$ cat config.mk
export PLATFORM = sky130hd
export DESIGN_NAME = fan_tach_divider_select_top
export DESIGN_NICKNAME = d
export VERILOG_FILES = /design/src/rtl/fts_pkg.sv /design/src/rtl/fan_tach_divider_select_top.sv /design/src/rtl/fts_div.sv
export SDC_FILE = /design/constraint.sdc
export NUM_CORES = 1
export LEC_CHECK = 0
export ABC_AREA = 1
export BUFFER_PORTS_ARGS = -buffer_cell sky130_fd_sc_hd__buf_2
export CAP_MARGIN = 20
export CORE_ASPECT_RATIO = 0.6
export CORE_UTILIZATION = 50
export DETAILED_ROUTE_END_ITERATION = 16
export HOLD_SLACK_MARGIN = 0.05
export PLACE_DENSITY_LB_ADDON = 0.15
export SYNTH_ARGS = -nofsm -noshare
export SYNTH_HDL_FRONTEND = slang
export SYNTH_SLANG_ARGS = --single-unit
$ cat constraint.sdc
create_clock -name i_clk -period 6 [get_ports i_clk]
set_input_delay 1.2 -clock i_clk [delete_from_list [all_inputs] [get_ports i_clk]]
set_output_delay 1.2 -clock i_clk [all_outputs]
set_load 0.03 [all_outputs]
$ cat src/rtl/fts_pkg.sv
`default_nettype none

package fts_pkg;

    localparam int NumW = 21;
    localparam int DenW = 24;
    localparam int CntW = $clog2(NumW);
    localparam int DW   = 11;

    localparam logic [NumW-1:0] TachClock     = NumW'(1350000);
    localparam logic [DenW-1:0] SlowRpm       = DenW'(664);
    localparam logic [NumW-1:0] HalveThresh   = NumW'(192);
    localparam logic [7:0]      LimitDisabled = 8'd255;
    localparam logic [7:0]      LimitSlow     = 8'd254;
    localparam logic [7:0]      CountMax      = 8'd255;
    localparam logic [1:0]      CodeMax       = 2'd3;

    typedef enum logic [1:0] {
        OP_SET_LIMIT = 2'd0,
        OP_MEAS      = 2'd1,
        OP_LIMIT     = 2'd2,
        OP_LOAD      = 2'd3
    } t_op;

    typedef enum logic [1:0] {
        ST_IDLE,
        ST_DIV,
        ST_FINISH
    } t_state;

    typedef struct packed {
        t_op         opcode;
        logic        channel;
        logic [23:0] speed_rpm;
        logic [7:0]  reg_byte;
    } t_in;

    typedef struct packed {
        logic [7:0]  limit_count;
        logic [1:0]  div_code;
        logic        div_changed;
        logic [20:0] rpm_out;
        logic        count_error;
    } t_out;

endpackage

`default_nettype wire

$ cat src/rtl/fan_tach_divider_select_top.sv
`default_nettype none

// Limit, count and load operations that need no division go from acceptance straight to
// the finish state; those that divide wait in the divider state first, and the result is
// registered from the finish state once the output is not stalled. One transaction at a
// time; division uses the 21-step restoring divider that yields one quotient bit per cycle.
// Reset (synchronous, active low) clears both divider codes to 0 and empties the output.
module fan_tach_divider_select_top (
    input  wire logic            i_clk,
    input  wire logic            i_rst_n,
    input  wire logic            i_in_valid,
    input  wire fts_pkg::t_in    i_in_data,
    output logic                 o_in_stall,
    output logic                 o_out_valid,
    output fts_pkg::t_out        o_out_data,
    input  wire logic            i_out_stall
);
    import fts_pkg::*;

    t_state          r_state, n_state;
    logic [1:0]      r_code [2];
    logic [1:0]      n_code [2];
    logic            r_ch, n_ch;
    t_op             r_op, n_op;
    logic [1:0]      r_old, n_old;
    t_out            r_res, n_res;
    t_out            r_out, n_out;
    logic            r_out_valid, n_out_valid;

    logic            div_start;
    logic [NumW-1:0] div_num;
    logic [DenW-1:0] div_den;
    logic            div_done;
    logic [NumW-1:0] div_quot;

    logic [1:0]      old_code;
    logic [1:0]      bumped;
    logic [1:0]      load_code;
    logic [DW-1:0]   d;
    logic [NumW-1:0] q;
    logic [1:0]      hcode;

    fts_div u_div (
        .i_clk   (i_clk),
        .i_rst_n (i_rst_n),
        .i_start (div_start),
        .i_num   (div_num),
        .i_den   (div_den),
        .o_done  (div_done),
        .o_quot  (div_quot)
    );

    always_comb begin
        n_state     = r_state;
        n_code      = r_code;
        n_ch        = r_ch;
        n_op        = r_op;
        n_old       = r_old;
        n_res       = r_res;
        n_out       = r_out;
        n_out_valid = r_out_valid;
        div_start   = 1'b0;
        div_num     = TachClock;
        div_den     = i_in_data.speed_rpm;

        old_code  = r_code[i_in_data.channel];
        bumped    = (i_in_data.opcode == OP_MEAS && i_in_data.reg_byte == CountMax
                     && old_code != CodeMax) ? old_code + 2'd1 : old_code;
        load_code = i_in_data.channel ? i_in_data.reg_byte[7:6] : i_in_data.reg_byte[5:4];
        d         = {3'b000, i_in_data.reg_byte} << bumped;

        q     = div_quot;
        hcode = 2'd0;
        for (int i = 0; i < 3; i++) begin
            if (q > HalveThresh) begin
                q     = q >> 1;
                hcode = hcode + 2'd1;
            end
        end
        if (q == '0) begin
            q = NumW'(1);
        end

        if (r_out_valid && !i_out_stall) begin
            n_out_valid = 1'b0;
        end

        unique case (r_state)
            ST_IDLE: begin
                if (i_in_valid) begin
                    n_ch             = i_in_data.channel;
                    n_op             = i_in_data.opcode;
                    n_old            = old_code;
                    n_res            = '0;
                    n_res.div_code   = old_code;
                    n_state          = ST_FINISH;
                    unique case (i_in_data.opcode)
                        OP_SET_LIMIT: begin
                            if (i_in_data.speed_rpm == '0) begin
                                n_res.limit_count = LimitDisabled;
                            end else if (i_in_data.speed_rpm < SlowRpm) begin
                                n_code[i_in_data.channel] = CodeMax;
                                n_res.limit_count         = LimitSlow;
                                n_res.div_code            = CodeMax;
                                n_res.div_changed         = (old_code != CodeMax);
                            end else begin
                                div_start = 1'b1;
                                n_state   = ST_DIV;
                            end
                        end
                        OP_MEAS, OP_LIMIT: begin
                            n_code[i_in_data.channel] = bumped;
                            n_res.div_code            = bumped;
                            n_res.div_changed         = (bumped != old_code);
                            if (i_in_data.reg_byte == '0) begin
                                n_res.count_error = 1'b1;
                            end else if (i_in_data.reg_byte != CountMax) begin
                                div_num   = TachClock + NumW'(d[DW-1:1]);
                                div_den   = DenW'(d);
                                div_start = 1'b1;
                                n_state   = ST_DIV;
                            end
                        end
                        OP_LOAD: begin
                            n_code[0]         = i_in_data.reg_byte[5:4];
                            n_code[1]         = i_in_data.reg_byte[7:6];
                            n_res.div_code    = load_code;
                            n_res.div_changed = (load_code != old_code);
                        end
                        default: ;
                    endcase
                end
            end
            ST_DIV: begin
                if (div_done) begin
                    if (r_op == OP_SET_LIMIT) begin
                        n_code[r_ch]      = hcode;
                        n_res.div_code    = hcode;
                        n_res.div_changed = (hcode != r_old);
                        n_res.limit_count = q[7:0];
                    end else begin
                        n_res.rpm_out = div_quot;
                    end
                    n_state = ST_FINISH;
                end
            end
            ST_FINISH: begin
                if (!r_out_valid || !i_out_stall) begin
                    n_out       = r_res;
                    n_out_valid = 1'b1;
                    n_state     = ST_IDLE;
                end
            end
            default: n_state = ST_IDLE;
        endcase
    end

    always_ff @(posedge i_clk) begin
        if (!i_rst_n) begin
            r_state     <= ST_IDLE;
        end else begin
            r_state     <= n_state;
        end
    end

    always_ff @(posedge i_clk) begin
        if (!i_rst_n) begin
            r_code[0]   <= 2'd0;
            r_code[1]   <= 2'd0;
            r_out_valid <= 1'b0;
        end else begin
            r_code      <= n_code;
            r_out_valid <= n_out_valid;
        end
    end

    always_ff @(posedge i_clk) begin
        r_ch  <= n_ch;
        r_op  <= n_op;
        r_old <= n_old;
        r_res <= n_res;
        r_out <= n_out;
    end

    assign o_in_stall  = (r_state != ST_IDLE);
    assign o_out_valid = r_out_valid;
    assign o_out_data  = r_out;

endmodule

`default_nettype wire

$ cat src/rtl/fts_div.sv
`default_nettype none

module fts_div (
    input  wire logic                       i_clk,
    input  wire logic                       i_rst_n,
    input  wire logic                       i_start,
    input  wire logic [fts_pkg::NumW-1:0]   i_num,
    input  wire logic [fts_pkg::DenW-1:0]   i_den,
    output logic                            o_done,
    output logic [fts_pkg::NumW-1:0]        o_quot
);
    import fts_pkg::*;

    logic            r_busy;
    logic            r_done;
    logic [CntW-1:0] r_cnt;
    logic [NumW-1:0] r_quot;
    logic [DenW-1:0] r_rem;
    logic [DenW-1:0] r_den;

    logic [DenW:0]   trial;
    logic [DenW:0]   diff;
    logic            ge;

    always_comb begin
        trial = {r_rem, r_quot[NumW-1]};
        diff  = trial - {1'b0, r_den};
        ge    = ~diff[DenW];
    end

    always_ff @(posedge i_clk) begin
        if (!i_rst_n) begin
            r_busy <= 1'b0;
            r_done <= 1'b0;
            r_cnt  <= '0;
        end else begin
            r_done <= 1'b0;
            if (i_start) begin
                r_busy <= 1'b1;
                r_cnt  <= '0;
            end else if (r_busy) begin
                r_cnt <= r_cnt + 1'b1;
                if (r_cnt == CntW'(NumW - 1)) begin
                    r_busy <= 1'b0;
                    r_done <= 1'b1;
                end
            end
        end
    end

    // one quotient bit per cycle, dividend shifts out as quotient shifts in
    always_ff @(posedge i_clk) begin
        if (i_start) begin
            r_quot <= i_num;
            r_rem  <= '0;
            r_den  <= i_den;
        end else if (r_busy) begin
            r_rem  <= ge ? diff[DenW-1:0] : trial[DenW-1:0];
            r_quot <= {r_quot[NumW-2:0], ge};
        end
    end

    assign o_done = r_done;
    assign o_quot = r_quot;

endmodule

`default_nettype wire
# ---- Word level (Yosys, flattened, before mapping)
# Index checks and enable logic that the tools add are counted.
dict set report op_classes {
  addsub 6
  mul 0
  div_mod_pow 0
  magnitude_cmp 8
  eq_ne 19
  shifts 1
  n_mux 73
  bitwise_logic 6
  reduce_logical 26
}
# op n
set op_table {}
lappend op_table {{2-to-1 mux 21 bit} 11}
lappend op_table {{2-to-1 mux 24 bit} 6}
lappend op_table {{case mux 32 bit (2 select lines)} 1}
lappend op_table {{greater-than comparator 21 x 8 -> 1 bit, second input constant} 3}
lappend op_table {{2-to-1 mux 33 bit} 1}
lappend op_table {{2-to-1 mux 2 bit} 16}
lappend op_table {{2-to-1 mux 32 bit} 1}
lappend op_table {{subtractor 25 x 24 -> 25 bit} 1}
lappend op_table {{logical NOT 24 bit} 1}
lappend op_table {{less-than comparator 24 x 10 -> 1 bit, second input constant} 1}
lappend op_table {{2-to-1 mux 8 bit} 3}
lappend op_table {{2-to-1 mux 11 bit} 2}
lappend op_table {{adder 21 x 10 -> 21 bit, first input constant} 1}
lappend op_table {{logical NOT 21 bit} 1}
lappend op_table {{2-to-1 mux 4 bit} 5}
lappend op_table {{2-to-1 mux 1 bit} 16}
lappend op_table {{case mux 4 bit (3 select lines)} 1}
lappend op_table {{<< shifter 8 x 2 -> 11 bit} 1}
lappend op_table {{!= test 2 bit, second input constant} 5}
lappend op_table {{case mux 3 bit (3 select lines)} 1}
lappend op_table {{bitwise mux 4 bit} 2}
lappend op_table {{== test 8 bit, second input constant} 1}
lappend op_table {{logical NOT 8 bit} 1}
lappend op_table {{!= test 8 bit, second input constant} 1}
lappend op_table {{31 further kinds} 56}
dict set report totals {
  ff_bits 154
  latchBits 0
  ramBits 0
  mem_bits_ro 0
  elab_cells 162
  memories 0
}

# ---- Depth between registers and ports, before layout
dict set report logic_depth {
  word_depth 15
  depth_mapped 26
  mapped_depth_nobuf 25
}

# ---- Modules after synthesis
# Synthesis repeated with hierarchy kept, for this count alone.
dict set report hier_totals {
  cells_unflattened 1279
  hier_area_um2 9541.7
}
# module n_inst cells_each area_per_inst_um2 seq_area_each_um2
set modules_own_cells {}
lappend modules_own_cells {fts_div 1 714 4911.0 1971.9}
lappend modules_own_cells {fan_tach_divider_select_top 1 565 4630.7 2272.2}

# ---- Least setup slack after synthesis
# No wires, ideal clock.
dict set report synth_path {
  kind {input-to-reg}
  startpoint {input i_in_data[34] in the netlist's numbering}
  endpoint {register u_div.r_quot[10] (netlist: u_div.o_quot[10]) (data pin)}
  setup_time_ns 0.312
  arrival_time_ns 3.557
  required_time_ns 5.688
  path_slack_ns 2.132
  cell_stages 11
  path_cell_list {inv_1 -> ha_1 -> inv_1 -> nor3_1 -> nand2_1 -> nor2_1 -> inv_1 -> nand2_1 -> clkbuf_1 -> buf_1 -> o32ai_1}
}
# item line_no
set synth_lines {}
lappend synth_lines {{start: declaration} fan_tach_divider_select_top.sv:12} ;# input wire fts_pkg::t_in i_in_data,
lappend synth_lines {{== test 2 x 1 -> 1 bit or == test 2 bit (tied branches)} fan_tach_divider_select_top.sv:97} ;# unique case (i_in_data.opcode)
lappend synth_lines {{OR reduction 2 bit} fan_tach_divider_select_top.sv:97}
lappend synth_lines {{case mux 1 bit (2 select lines) *} fan_tach_divider_select_top.sv:97}
lappend synth_lines {{2-to-1 mux 1 bit *} fan_tach_divider_select_top.sv:90} ;# if (i_in_valid) begin
lappend synth_lines {{2-to-1 mux 1 bit *} fan_tach_divider_select_top.sv:88} ;# unique case (r_state)
lappend synth_lines {{via div_start} fan_tach_divider_select_top.sv:30} ;# logic div_start;
lappend synth_lines {{2-to-1 mux 21 bit *} fts_div.sv:53} ;# if (i_start) begin
lappend synth_lines {{end signal: assignment} fts_div.sv:54} ;# r_quot <= i_num;
lappend synth_lines {{end signal: assignment} fts_div.sv:59} ;# r_quot <= {r_quot[NumW-2:0], ge};
lappend synth_lines {{end: declaration} fts_div.sv:17} ;# logic [NumW-1:0] r_quot;
# The timed path passes the listed nets; every way through them passes the cells marked *.
# A chain may end at the register's enable or synchronous reset.

# ---- Worst setup path in the final report
dict set report layout_path {
  startpoint {input i_in_data[32] in the netlist's numbering}
  endpoint {register u_div.r_quot[8] (netlist: u_div.o_quot[8]) (data pin)}
}
dict set report layout_between {
  elab_chain_len 15
}
# item line_no
set layout_rtl {}
lappend layout_rtl {{inverter 1 -> 2 bit (implied by the code) *} fan_tach_divider_select_top.sv:66} ;# old_code = r_code[i_in_data.channel];
lappend layout_rtl {{2-to-1 mux 2 bit (implied by the code) * (3 in a row)} fan_tach_divider_select_top.sv:66}
lappend layout_rtl {{via old_code[0]} fan_tach_divider_select_top.sv:36} ;# logic [1:0] old_code;
lappend layout_rtl {{branches (longest 2 deep; another with adder 2 x 1 -> 2 bit)} n/a}
lappend layout_rtl {{2-to-1 mux 2 bit *} fan_tach_divider_select_top.sv:68} ;# && old_code != CodeMax) ? old_code + 2'd1 : old_code;
lappend layout_rtl {{<< shifter 8 x 2 -> 11 bit *} fan_tach_divider_select_top.sv:70} ;# d = {3'b000, i_in_data.reg_byte} << bumped;
lappend layout_rtl {{adder 21 x 10 -> 21 bit *} fan_tach_divider_select_top.sv:118} ;# div_num = TachClock + NumW'(d[DW-1:1]);
lappend layout_rtl {{2-to-1 mux 21 bit *} fan_tach_divider_select_top.sv:117} ;# end else if (i_in_data.reg_byte != CountMax) begin
lappend layout_rtl {{2-to-1 mux 21 bit *} fan_tach_divider_select_top.sv:115} ;# if (i_in_data.reg_byte == '0) begin
lappend layout_rtl {{2-to-1 mux 21 bit *} fan_tach_divider_select_top.sv:97}
lappend layout_rtl {{2-to-1 mux 21 bit *} fan_tach_divider_select_top.sv:90}
lappend layout_rtl {{2-to-1 mux 21 bit *} fan_tach_divider_select_top.sv:88}
lappend layout_rtl {{2-to-1 mux 21 bit *} fts_div.sv:53}
# Mark *: on every way through the listed nets, which the timed path passes. The select of a mux whose other input is x is not followed.

==> impl_metrics.prom <==
# TYPE chip_impl_metric gauge
chip_impl_metric{name="power",unit="µW"} 3520
chip_impl_info{name="post-synth-top-count-cell",value="sky130_fd_sc_hd__nand2_1"} 1
chip_impl_metric{name="cts_buffer_depth",unit=""} 2
chip_impl_metric{name="fin_skew",unit="ps"} 9.94
chip_impl_metric{name="die_width",unit="µm"} 170
chip_impl_metric{name="number_of_global_route_vias_before_repair",unit=""} 5906
chip_impl_metric{name="setup_viol_count_final",unit=""} 0
chip_impl_metric{name="register_area",unit="mm²"} 0.00424
chip_impl_metric{name="synth.net_count",unit=""} 1053
chip_impl_metric{name="worstPathArrival",unit="ps"} 4160
chip_impl_info{name="rsz0062_at_grt",value="no"} 1
chip_impl_metric{name="finalWorstPathRequiredPeriod",unit="ps"} 3980
chip_impl_info{name="rr_startpoint",value="u_div.o_quot[20]$_SDFFCE_PP1P_"} 1
chip_impl_info{name="netlist_top_cells_count",value="241 x sky130_fd_sc_hd__nand2_1, 148 x sky130_fd_sc_hd__inv_1, 116 x sky130_fd_sc_hd__edfxtp_1"} 1
chip_impl_metric{name="totalNegativeSetupSlack",unit="ps"} 0
chip_impl_info{name="holdPathEnd",value="o_out_data[4]$_DFFE_PP_"} 1
chip_impl_info{name="critPathLaunchType",value="primary input"} 1
chip_impl_metric{name="cts_inserted_buffers",unit=""} 17
chip_impl_metric{name="yosysWarnings",unit=""} 0
chip_impl_metric{name="grt_overflow",unit=""} 0
chip_impl_info{name="min_path_type",value="flop to flop"} 1
chip_impl_metric{name="grt_max_degree",unit=""} 50
chip_impl_info{name="cts-root-buf",value="sky130_fd_sc_hd__clkbuf_16"} 1
chip_impl_metric{name="wl_per_cell",unit="µm"} 14.4
chip_impl_metric{name="worst_skew_pair.late_latency",unit="ps"} 430
chip_impl_metric{name="antenna_violating_nets_post_route",unit=""} 0
chip_impl_metric{name="report.final.slew_viol_count",unit=""} 0
chip_impl_metric{name="final.period_utilization",unit="%"} 66.4
chip_impl_metric{name="timing.final.hold_violations",unit=""} 0
chip_impl_metric{name="numPlacedInstances",unit=""} 1262
chip_impl_metric{name="post_cts_buffers",unit=""} 0
chip_impl_metric{name="synthesis.area_per_instance",unit="µm²"} 8.65
chip_impl_metric{name="drive_gt1_share",unit="%"} 13.9
chip_impl_metric{name="final_nets",unit=""} 1126
chip_impl_metric{name="grt_use_total",unit="%"} 22.6
chip_impl_metric{name="antenna_violations_before_repair",unit=""} 0
chip_impl_info{name="synth.top_cells.by_area",value="sky130_fd_sc_hd__edfxtp_1 41%, sky130_fd_sc_hd__nand2_1 11%, sky130_fd_sc_hd__dfxtp_1 9.0%, sky130_fd_sc_hd__inv_1 6.5%, sky130_fd_sc_hd__ha_1 4.9%"} 1
chip_impl_metric{name="first_iter_violations",unit=""} 539
chip_impl_metric{name="post_cts.resized_instances",unit=""} 0
chip_impl_info{name="yosys.area.top_type",value="sky130_fd_sc_hd__edfxtp_1"} 1
chip_impl_metric{name="synth_edf_count",unit=""} 116
chip_impl_info{name="r2r-end",value="u_div.r_rem[0]$_SDFFE_PP0P_"} 1
chip_impl_metric{name="die_area",unit="mm²"} 0.0175
chip_impl_metric{name="detailedPlacementHpwl",unit="µm"} 13900
chip_impl_metric{name="register_area_share_after_synthesis",unit="%"} 50.0
chip_impl_metric{name="synth_top_cell_area_share",unit="%"} 41.1
chip_impl_metric{name="power.density_cell_area",unit="mW/mm²"} 366
chip_impl_metric{name="n_fill_cell",unit=""} 1514
chip_impl_metric{name="layout.cells.non_filler",unit=""} 1294
chip_impl_metric{name="synth-seq-cells",unit=""} 154
chip_impl_metric{name="first_pass_grt_wire_length",unit="µm"} 30100
chip_impl_metric{name="core",unit="mm²"} 0.0164
chip_impl_metric{name="worst_r2r_path_depth",unit=""} 23
chip_impl_metric{name="area_added_between_synthesis_and_finish",unit="%"} 13.4
chip_impl_metric{name="timing.reg2reg.setup_slack",unit="ps"} 2030
chip_impl_info{name="ys_dominant_reg_cell",value="sky130_fd_sc_hd__edfxtp_1"} 1
chip_impl_metric{name="leakagePower",unit="µW"} 0.00436
chip_impl_metric{name="vias_per_cell",unit=""} 5.18
chip_impl_metric{name="portBuffers",unit=""} 73
chip_impl_metric{name="hold_buffer_count_at_cts",unit=""} 0
chip_impl_metric{name="max_slew.worst_pin.slew",unit="ps"} 1020
chip_impl_info{name="holdCritStartpoint",value="r_res[4]$_DFFE_PP_"} 1
chip_impl_info{name="cts_tree",value="built"} 1
chip_impl_info{name="path_class",value="primary input to flop"} 1
chip_impl_metric{name="worst_setup_hold_path_clk_slew",unit="ps"} 70
chip_impl_metric{name="drc_errors",unit=""} 0
chip_impl_metric{name="syn_inst",unit=""} 980
chip_impl_metric{name="die_ht",unit="µm"} 103
chip_impl_metric{name="floorplan.initialDensity",unit="%"} 51.7
chip_impl_metric{name="floorplan.io_pins",unit=""} 74
chip_impl_metric{name="htreeDepth",unit=""} 4
chip_impl_metric{name="gp_congestion",unit=""} 0.879
chip_impl_metric{name="num_antenna_cells",unit=""} 0
chip_impl_metric{name="critical_path_peak_fanout",unit=""} 18
chip_impl_metric{name="synthArstFlopShare",unit="%"} 0
chip_impl_metric{name="timing.max_cap.violations",unit=""} 0
chip_impl_info{name="outcome",value="finished clean"} 1
chip_impl_metric{name="critical_path_required",unit="ps"} 6170
chip_impl_metric{name="wirelength",unit="µm"} 18600
chip_impl_metric{name="ir_worst_vdd",unit="mV"} 0.165
chip_impl_info{name="critical_path.endpoint_type",value="flop"} 1
chip_impl_metric{name="dr_total_vias",unit=""} 6706
chip_impl_metric{name="std_cell_rows",unit=""} 36
chip_impl_metric{name="drt_pass1_iterations",unit=""} 5
chip_impl_metric{name="max_freq",unit="MHz"} 251
chip_impl_metric{name="multi_input_comb_area",unit="mm²"} 0.00358
chip_impl_metric{name="syn-cell-area",unit="mm²"} 0.00848
chip_impl_metric{name="synth.distinct_cells",unit=""} 52
chip_impl_metric{name="cts.sink_count",unit=""} 154
chip_impl_metric{name="min_delay_path_depth",unit=""} 0
chip_impl_metric{name="maxSlewHeadroom",unit="%"} 31.7
==> flip-flops by register name, indices dropped and copies added, names as in the netlist <==
signal	cells
o_out_data	33
r_res	33
u_div.r_den	24
u_div.r_rem	24
u_div.o_quot	21
u_div.r_cnt	5
r_code	4
r_old	2
r_op	2
r_state	2
o_out_valid	1
r_ch	1
u_div.o_done	1
u_div.r_busy	1
==> through the flow <==
| step | hold WS [ps] | util [%] | cell area (µm²) | worst slack (ps) |
|---|---|---|---|---|
| finish | 414 | 58.7 | 9620 | 2020 |
| global route | 420 | 58.7 | 9620 | 1590 |
| floorplan | 400 | - | 8480 | 2130 |
| detailed placement | 405 | 55.4 | 9080 | 1700 |
| CTS | 414 | 58.7 | 9620 | 2060 |
| global placement | 400 | 55.4 | 9080 | 1870 |
==> cell type report <==
cell class              count  share of cell area [%]
flip-flops and latches    154                    44.1
multi-input cells         652                    37.2
inverters                 149                    5.82
clock buffers              17                    4.42
repair buffers             79                    4.27
well taps                 228                    2.97
clock inverters            15                    1.16
==> worst max-delay path: stages <==
cell	delay, ps
sky130_fd_sc_hd__buf_2	160
sky130_fd_sc_hd__o21ai_0	500
sky130_fd_sc_hd__ha_1	270
sky130_fd_sc_hd__inv_1	60
sky130_fd_sc_hd__nand3_1	110
sky130_fd_sc_hd__nand2_1	60
sky130_fd_sc_hd__nand2_1	340
sky130_fd_sc_hd__o21ai_0	210
sky130_fd_sc_hd__o21ai_0	460
sky130_fd_sc_hd__ha_1	250
sky130_fd_sc_hd__nand2_1	70
sky130_fd_sc_hd__inv_1	100
sky130_fd_sc_hd__nor3_1	50
sky130_fd_sc_hd__o32ai_1	250
sky130_fd_sc_hd__inv_1	70
==> how the worst max path moves through the flow <==
stage                                   start                            to  slack [ps]  depth (start not counted)
2_1_floorplan                   i_in_data[34]    u_div.o_quot[10]$_DFFE_PP_        2130                         11
4_1_cts        u_div.o_quot[20]$_SDFFCE_PP1P_  u_div.r_rem[23]$_SDFFE_PP0P_        2060                         23
3_5_place_dp                    i_in_data[32]     u_div.o_quot[8]$_DFFE_PP_        1700                         15
6_report                        i_in_data[32]     u_div.o_quot[8]$_DFFE_PP_        2020                         15
5_1_grt        u_div.o_quot[20]$_SDFFCE_PP1P_   u_div.r_rem[0]$_SDFFE_PP0P_        1590                         23
3_3_place_gp                    i_in_data[32]     u_div.o_quot[8]$_DFFE_PP_        1870                         15
==> metal layers <==
metal  track usage [%]  up-vias  wire, µm
met3              4.95       15      1070
met2              31.0      191      7350
li1                  -     3419         -
met5                 0        -         0
met4              6.10        0       150
met1              35.3     3081     10000
==> logic make-up after synthesis <==
family	after synthesis	share of synthesized area, %
AO/OA/AOI/OAI	169	11.9
buffers and inverters	174	7.92
flip-flops	154	50.0
adder cells (fa/ha/maj)	34	5.10
XOR/XNOR	28	2.98
multiplexers	1	0.118
AND/OR/NAND/NOR	420	21.9
==> report_power, final <==
group	internal (µW)	switching, µW
Sequential	1360	103
Clock	535	451
Combinational	358	712
Total	2250	1270
==> layout by cell type, fill, tap and decap left out, drive strengths merged <==
master	instances
o21bai	3
xor2	17
o311ai	1
o31ai	1
and3	2
nor4	4
o211ai	34
ha	33
edfxtp	116
o2111ai	1
a22o	1
nor4b	1
a22oi	2
inv	156
o32ai	3
a21o	1
dfxtp	38
nor2	92
xnor2	11
a31oi	4
o22ai	6
or2	6
a21oi	43
nor3	10
mux2i	1
o41ai	1
fa	1
o21ai	63
a21boi	2
buf	79
nand4	9
nand2	252
a211oi	1
and2	2
o21a	2
clkinv	8
nand3	42
clkbuf	17
(Power assumes the default switching activity.)
